==> src/sv/spq_pkg.sv <==
package spq_pkg;

    // queue depth, one entry per cell
    localparam int CAPACITY = 32;
    localparam int CNT_W    = $clog2(CAPACITY + 1);

    // command codes
    localparam logic CMD_INSERT = 1'b0;
    localparam logic CMD_REMOVE = 1'b1;

    // status codes
    localparam logic [1:0] ST_INSERTED = 2'd0;
    localparam logic [1:0] ST_REMOVED  = 2'd1;
    localparam logic [1:0] ST_EMPTY    = 2'd2;
    localparam logic [1:0] ST_FULL     = 2'd3;

    // one stored entry with its occupancy flag
    typedef struct packed {
        logic        valid;
        logic [31:0] id;
        logic [2:0]  pri;
        logic [31:0] stamp;
    } t_slot;

    // per-cycle command broadcast to every cell
    typedef struct packed {
        logic ins;
        logic rem;
    } t_cell_ctl;

endpackage

==> src/sv/spq_if.sv <==
// request channel
interface spq_in_if;
    logic        valid;
    logic        ready;
    logic        cmd;
    logic [31:0] entry_id;
    logic [2:0]  priority_code;

    modport source (output valid, cmd, entry_id, priority_code, input ready);
    modport sink   (input valid, cmd, entry_id, priority_code, output ready);
endinterface

// response channel
interface spq_out_if;
    logic        valid;
    logic        ready;
    logic [1:0]  status;
    logic [31:0] out_id;
    logic [2:0]  out_priority;
    logic [31:0] out_stamp;

    modport source (output valid, status, out_id, out_priority, out_stamp, input ready);
    modport sink   (input valid, status, out_id, out_priority, out_stamp, output ready);
endinterface

==> src/sv/spq_cell.sv <==
module spq_cell
    import spq_pkg::*;
(
    input  logic      i_clk,
    input  logic      i_rst_n,
    input  t_cell_ctl i_ctl,
    input  t_slot     i_new,
    input  t_slot     i_left,
    input  logic      i_left_behind,
    input  t_slot     i_right,
    output t_slot     o_slot,
    output logic      o_behind
);

    t_slot r_slot;
    t_slot n_slot;

    // new entry sorts ahead of this one: strictly smaller code, or cell empty
    assign o_behind = !r_slot.valid || (i_new.pri < r_slot.pri);

    // insert shifts the tail right, remove shifts everything left
    always_comb begin
        n_slot = r_slot;
        if (i_ctl.rem) begin
            n_slot = i_right;
        end else if (i_ctl.ins && o_behind) begin
            if (i_left_behind) begin
                n_slot = i_left;
            end else begin
                n_slot = i_new;
            end
        end
    end

    // occupancy flag
    always_ff @(posedge i_clk) begin
        if (!i_rst_n) begin
            r_slot.valid <= 1'b0;
        end else begin
            r_slot.valid <= n_slot.valid;
        end
    end

    // payload
    always_ff @(posedge i_clk) begin
        r_slot.id    <= n_slot.id;
        r_slot.pri   <= n_slot.pri;
        r_slot.stamp <= n_slot.stamp;
    end

    assign o_slot = r_slot;

endmodule

==> src/sv/stable_priority_queue.sv <==
// channel   dir   modport  words
// i_in      in    sink     cmd, entry_id, priority_code
// o_out     out   source   status, out_id, out_priority, out_stamp
//
// the sorted cell chain updates in the cycle a word is accepted
// and the response is registered, so one word per cycle is sustained while responses are taken
// the head cell always holds the entry to remove; inserts slot in behind equal codes
// synchronous active-low reset empties the chain and clears the arrival counter
// a stalled response blocks new words only while the output register stays full
module stable_priority_queue
    import spq_pkg::*;
(
    input  logic        i_clk,
    input  logic        i_rst_n,
    spq_in_if.sink      i_in,
    spq_out_if.source   o_out
);

    t_slot      w_slot   [CAPACITY];
    logic       w_behind [CAPACITY];
    t_slot      w_new;
    t_cell_ctl  w_ctl;
    logic       w_accept;
    logic       w_full;
    logic       w_empty;

    logic [31:0]      r_stamp;
    logic [CNT_W-1:0] r_count;
    logic             r_out_valid;
    logic [1:0]       r_status;
    logic [31:0]      r_out_id;
    logic [2:0]       r_out_pri;
    logic [31:0]      r_out_stamp;

    // input handshake, output register frees as it drains
    assign i_in.ready = !r_out_valid || o_out.ready;
    assign w_accept   = i_in.valid && i_in.ready;
    assign w_full     = (r_count == CNT_W'(CAPACITY));
    assign w_empty    = !w_slot[0].valid;

    assign w_ctl.ins = w_accept && (i_in.cmd == CMD_INSERT) && !w_full;
    assign w_ctl.rem = w_accept && (i_in.cmd == CMD_REMOVE) && !w_empty;

    assign w_new.valid = 1'b1;
    assign w_new.id    = i_in.entry_id;
    assign w_new.pri   = i_in.priority_code;
    assign w_new.stamp = r_stamp;

    // sorted chain of cells
    for (genvar g = 0; g < CAPACITY; g++) begin : g_cell
        t_slot w_left;
        t_slot w_right;
        logic  w_left_behind;

        if (g == 0) begin : g_head
            assign w_left        = '0;
            assign w_left_behind = 1'b0;
        end else begin : g_mid
            assign w_left        = w_slot[g-1];
            assign w_left_behind = w_behind[g-1];
        end

        if (g == CAPACITY - 1) begin : g_tail
            assign w_right = '0;
        end else begin : g_body
            assign w_right = w_slot[g+1];
        end

        spq_cell u_cell (
            .i_clk         (i_clk),
            .i_rst_n       (i_rst_n),
            .i_ctl         (w_ctl),
            .i_new         (w_new),
            .i_left        (w_left),
            .i_left_behind (w_left_behind),
            .i_right       (w_right),
            .o_slot        (w_slot[g]),
            .o_behind      (w_behind[g])
        );
    end

    // arrival counter and fill count
    always_ff @(posedge i_clk) begin
        if (!i_rst_n) begin
            r_stamp <= '0;
            r_count <= '0;
        end else if (w_ctl.ins) begin
            r_stamp <= r_stamp + 32'd1;
            r_count <= r_count + CNT_W'(1);
        end else if (w_ctl.rem) begin
            r_count <= r_count - CNT_W'(1);
        end
    end

    // response valid
    always_ff @(posedge i_clk) begin
        if (!i_rst_n) begin
            r_out_valid <= 1'b0;
        end else if (w_accept) begin
            r_out_valid <= 1'b1;
        end else if (o_out.ready) begin
            r_out_valid <= 1'b0;
        end
    end

    // response payload
    always_ff @(posedge i_clk) begin
        if (w_accept) begin
            if (w_ctl.ins) begin
                r_status    <= ST_INSERTED;
                r_out_id    <= '0;
                r_out_pri   <= '0;
                r_out_stamp <= r_stamp;
            end else if (w_ctl.rem) begin
                r_status    <= ST_REMOVED;
                r_out_id    <= w_slot[0].id;
                r_out_pri   <= w_slot[0].pri;
                r_out_stamp <= w_slot[0].stamp;
            end else begin
                r_status    <= (i_in.cmd == CMD_INSERT) ? ST_FULL : ST_EMPTY;
                r_out_id    <= '0;
                r_out_pri   <= '0;
                r_out_stamp <= '0;
            end
        end
    end

    assign o_out.valid        = r_out_valid;
    assign o_out.status       = r_status;
    assign o_out.out_id       = r_out_id;
    assign o_out.out_priority = r_out_pri;
    assign o_out.out_stamp    = r_out_stamp;

endmodule

==> src/flat_wrapper.sv <==
// flat-port wrapper written by rule: the top's interface ports become plain ports
module stable_priority_queue_flat import spq_pkg::*;
  (i_clk, i_rst_n, i_in_valid, i_in_cmd, i_in_entry_id, i_in_priority_code, i_in_ready, o_out_valid, o_out_status, o_out_out_id, o_out_out_priority, o_out_out_stamp, o_out_ready);
  spq_in_if i_in_i ();
  spq_out_if o_out_i ();
  input  logic i_clk;
  input  logic i_rst_n;
  input wire logic [$bits(i_in_i.valid)-1:0] i_in_valid;
  input wire logic [$bits(i_in_i.cmd)-1:0] i_in_cmd;
  input wire logic [$bits(i_in_i.entry_id)-1:0] i_in_entry_id;
  input wire logic [$bits(i_in_i.priority_code)-1:0] i_in_priority_code;
  output wire logic [$bits(i_in_i.ready)-1:0] i_in_ready;
  output wire logic [$bits(o_out_i.valid)-1:0] o_out_valid;
  output wire logic [$bits(o_out_i.status)-1:0] o_out_status;
  output wire logic [$bits(o_out_i.out_id)-1:0] o_out_out_id;
  output wire logic [$bits(o_out_i.out_priority)-1:0] o_out_out_priority;
  output wire logic [$bits(o_out_i.out_stamp)-1:0] o_out_out_stamp;
  input wire logic [$bits(o_out_i.ready)-1:0] o_out_ready;
  assign i_in_i.valid = i_in_valid;
  assign i_in_i.cmd = i_in_cmd;
  assign i_in_i.entry_id = i_in_entry_id;
  assign i_in_i.priority_code = i_in_priority_code;
  assign i_in_ready = i_in_i.ready;
  assign o_out_valid = o_out_i.valid;
  assign o_out_status = o_out_i.status;
  assign o_out_out_id = o_out_i.out_id;
  assign o_out_out_priority = o_out_i.out_priority;
  assign o_out_out_stamp = o_out_i.out_stamp;
  assign o_out_i.ready = o_out_ready;
  stable_priority_queue u_core (.i_clk(i_clk), .i_rst_n(i_rst_n), .i_in(i_in_i), .o_out(o_out_i));
endmodule
==> config.mk <==
export PLATFORM = sky130hd
export DESIGN_NAME = stable_priority_queue_flat
export DESIGN_NICKNAME = d
export VERILOG_FILES = /design/src/sv/spq_pkg.sv /design/src/sv/spq_if.sv /design/src/sv/spq_cell.sv /design/src/sv/stable_priority_queue.sv /design/src/flat_wrapper.sv
export SDC_FILE = /design/constraint.sdc
export NUM_CORES = 2
export LEC_CHECK = 0
export BUFFER_PORTS_ARGS = -buffer_cell sky130_fd_sc_hd__clkbuf_2
export CORE_MARGIN = 1
export CORE_UTILIZATION = 57
export DETAILED_ROUTE_END_ITERATION = 7
export PLACE_DENSITY = 0.7
export SLEW_MARGIN = 20
export SYNTH_ARGS = -nofsm -noshare
export SYNTH_HDL_FRONTEND = slang
export SYNTH_SLANG_ARGS = --single-unit
==> constraint.sdc <==
create_clock -name i_clk -period 9.9 [get_ports i_clk]
set_input_delay 1.98 -clock i_clk [delete_from_list [all_inputs] [get_ports i_clk]]
set_output_delay 1.98 -clock i_clk [all_outputs]
set_load 0.02 [all_outputs]
==> impl_results.md <==
* Final core utilization at 62.2%
* Std-Cell Rows at 165
* Yosys top cell area share at 55.4%
* Overall routed net length at 309 mm
* Worst-margin pin slew at 1.34 ns
* R2R Path End: u_core.r_stamp[24]
* Hold-fix buffers, CTS at 0
* Register area share after synthesis at 57.8%
* Seq pwr share at 51.0%
* Worst Reg-to-Reg Cells at 7
* Total die area at 0.206 mm^2
* Area growth syn-to-layout at 8.21%
* Bufs on Longest Clock Path at 3
* CTS buffer count at 239
* Worst EP required at 10.45 ns
* #FFs+latches synth at 2284
* Min Hold Slack at 0.483 ns
* Num Clock Sinks at 2284
* Share of cells above drive strength 1 at 7.24%
* Slew HR at 10.5%
* Top area cells in the synthesized netlist: edfxtp_1 55%, mux2i_1 17%, o21ai_0 9.1%
* Setup crit end kind: flop
* DR pass1 iterations at 6
* Final setup fails at 0
* IO Count at 111
* RD Place Congestion at 0.856
* Finished layout cell area at 0.126 mm^2
* Iter 0 DRT Violations at 8547
* Peak VDD IR at 0.219 mV
* Part of the cycle the worst path needs at 52.2%
* Flop-to-flop setup slack at 5.96 ns
* Most used flip-flop cell after synthesis: edfxtp_1
* Syn Nets at 10548
* DRC at 0
* Leading cell types by count after synthesis: 2191 x nand2_1, 2146 x edfxtp_1, 2102 x o21ai_0
* Syn Inst Count at 10438
* Achievable frequency at 193 MHz
* Yosys Warn Count at 0
* Pwr per Cell Area at 191 mW/mm^2
* Worst r2r src: u_core.o_out.valid
* Clock transition at path regs at 0.06 ns
* Placed Cells at 12369
* First-pass GRT wire length at 476 mm
* Grt total ovfl at 0
* Leakage at 38.1 nW
* Vias in the first global route at 82469
* Die H at 454 um
* Ys async rst share at 0%
* Setup TNS at 0 ns
* Sw Pwr at 6.14 mW
* Unrepaired setup endpoints after global routing: no
* Post-DP HPWL at 192 mm
* Final-stage net count at 10052
* IO buf count at 110
* Startpoint Class: input pin
* Clock Latency Late Sink at 0.90 ns
* Synth area leader: edfxtp_1
* P_int at 17.9 mW
* Post-CTS setup buffer count at 0
* Post-synth EDFFs at 2146
* Antenna violations before repair at 7
* Net Sw Frac at 25.5%
* Placed Instance Area at 0.118 mm^2
* Status: complete, no violations
* Largest net degree at the start of global routing at 297
* Post-layout min period at 5.17 ns
* WL/cell at 24.1 um
* Most frequent cell after synthesis: nand2_1
* Tightest Hold Check Type: reg -> reg
* Core Region at 0.202 mm^2
* Clock group share of total power at 38.3%
* Post-synthesis cell area at 0.116 mm^2
* Total power at 24.1 mW
* Syn avg cell area at 11.1 um^2
* Post-CTS Resized at 0
* Worst Setup SP: i_in_priority_code[1]
* Fillers at 16237
* Final Hold Viols at 0
* # H-tree levels at 4
* Worst Path Arrival at 5.72 ns
* Root buffer cell: clkbuf_16
* Starting Density at 57.4%
* Post-route ant nets at 0
* Crit path capture: u_core.g_cell[25].u_cell.o_slot[57]
* Final worst slack at 4.73 ns
* Post-Layout Cell Count at 12829
* Max-slew violations at 0
* Cell variety after synth at 56
* Final Skew at 0.0371 ns
* Critical path fanouts, max at 39
* Place WS at 3.92 ns
* Vias per Instance at 6.34
* Critical path class: in -> reg
* Tot GR Track Use at 29.3%
* Comb pwr share at 10.7%
* Vias at 81376
* Max cap viols at 0
* DIE WIDTH at 454 um
* CTS tree: done
## cells in the final DEF, fill, tap and decap left out, types with 12 or more instances in the layout
cell type,netlist,layout
o21ai_0,2102,2073
clkbuf_1,524,40
xor2_1,12,12
dfxtp_1,138,135
and2_1,36,35
a2bb2oi_1,67,67
ha_1,69,69
inv_1,107,107
clkinv_2,0,63
a22o_1,26,26
o21ai_4,0,30
o21ai_1,21,21
bufinv_16,0,28
mux2i_1,2011,2011
nand2_1,2191,2189
clkinv_1,0,45
nand2b_1,69,69
a21oi_1,117,88
buf_4,41,147
a21oi_4,1,31
clkbuf_16,0,243
nor3_1,30,30
o31ai_1,104,104
edfxtp_1,2146,2146
buf_12,0,15
clkbuf_2,1,110
nor2_1,83,83
## logic make-up after synthesis
kind of cell               count (synthesis)  synth area share (%)
DFF                                     2284                  57.8
adders and majority gates                 70                 0.760
buffers and inverters                   1131                  4.39
muxes                                   2011                  17.3
AOI/OAI and AO/OA                       2458                  11.2
xor gates and xnor gates                  20                 0.151
and+or+nand+nor                         2464                  8.36
## flip-flops by register name, summed over array words and instances (netlist names)
register                     count
u_core.o_out.out_stamp          32
u_core.o_out.status              2
u_core.o_out.out_id             32
u_core.g_cell.u_cell.o_slot   2176
u_core.r_count                   6
u_core.o_out.valid               1
u_core.r_stamp                  32
u_core.o_out.out_priority        3
## final cells by class
class / count / area, um^2 / area share [%]
Clock inverter: 160 / 1580 / 1.25
Sequential cell: 2284 / 67200 / 53.4
Antenna cell: 2 / 5.00 / 0.00398
Tap cell: 2672 / 3340 / 2.66
Clock buffer: 294 / 6380 / 5.07
Timing Repair Buffer: 285 / 2200 / 1.75
Inverter: 109 / 409 / 0.325
Multi-Input combinational cell: 7023 / 44600 / 35.5
## how the worst min path moves through the flow
stage | start | end | slack (ns) | cells past startpoint
finish | u_core.g_cell[29].u_cell.o_slot[67] | u_core.g_cell[28].u_cell.o_slot[67] | 0.48 | 2
global route | u_core.r_count[3] | u_core.r_count[3] | 0.50 | 2
CTS | u_core.g_cell[29].u_cell.o_slot[67] | u_core.g_cell[28].u_cell.o_slot[67] | 0.48 | 2
detailed placement | u_core.g_cell[29].u_cell.o_slot[67] | u_core.g_cell[28].u_cell.o_slot[67] | 0.48 | 2
global placement | u_core.r_count[3] | u_core.r_count[3] | 0.46 | 2
floorplan | u_core.g_cell[29].u_cell.o_slot[67] | u_core.g_cell[28].u_cell.o_slot[67] | 0.44 | 2
## power by group through the flow
| stage | combinational (mW) | clock (mW) | sequential, mW |
|---|---|---|---|
| global placement | 2.45 | 0 | 12.4 |
| floorplan | 1.81 | 0 | 12.4 |
| global route | 2.82 | 9.65 | 12.3 |
| detailed placement | 2.56 | 0 | 12.4 |
| CTS | 2.56 | 9.31 | 12.3 |
| finish | 2.58 | 9.22 | 12.3 |
## critical path, stage by stage
cell and delay (ns):
clkbuf_2 0.51, buf_4 0.53, ha_1 0.22, o21ai_0 0.13
a21oi_4 0.51, buf_4 0.58, buf_4 0.67, mux2i_1 0.27
o21ai_0 0.14
## per-layer routing
metal	wire length, um	share of wire [%]	GRT usage [%]	vias up
met4	6440	2.1	7.55	10
met2	151000	49	49.0	2863
met3	19500	6.3	4.14	460
met5	59	0.019	0	-
met1	132000	43	40.1	41314
li1	-	-	-	36729
No activity file was read; power rests on OpenSTA's default activity.
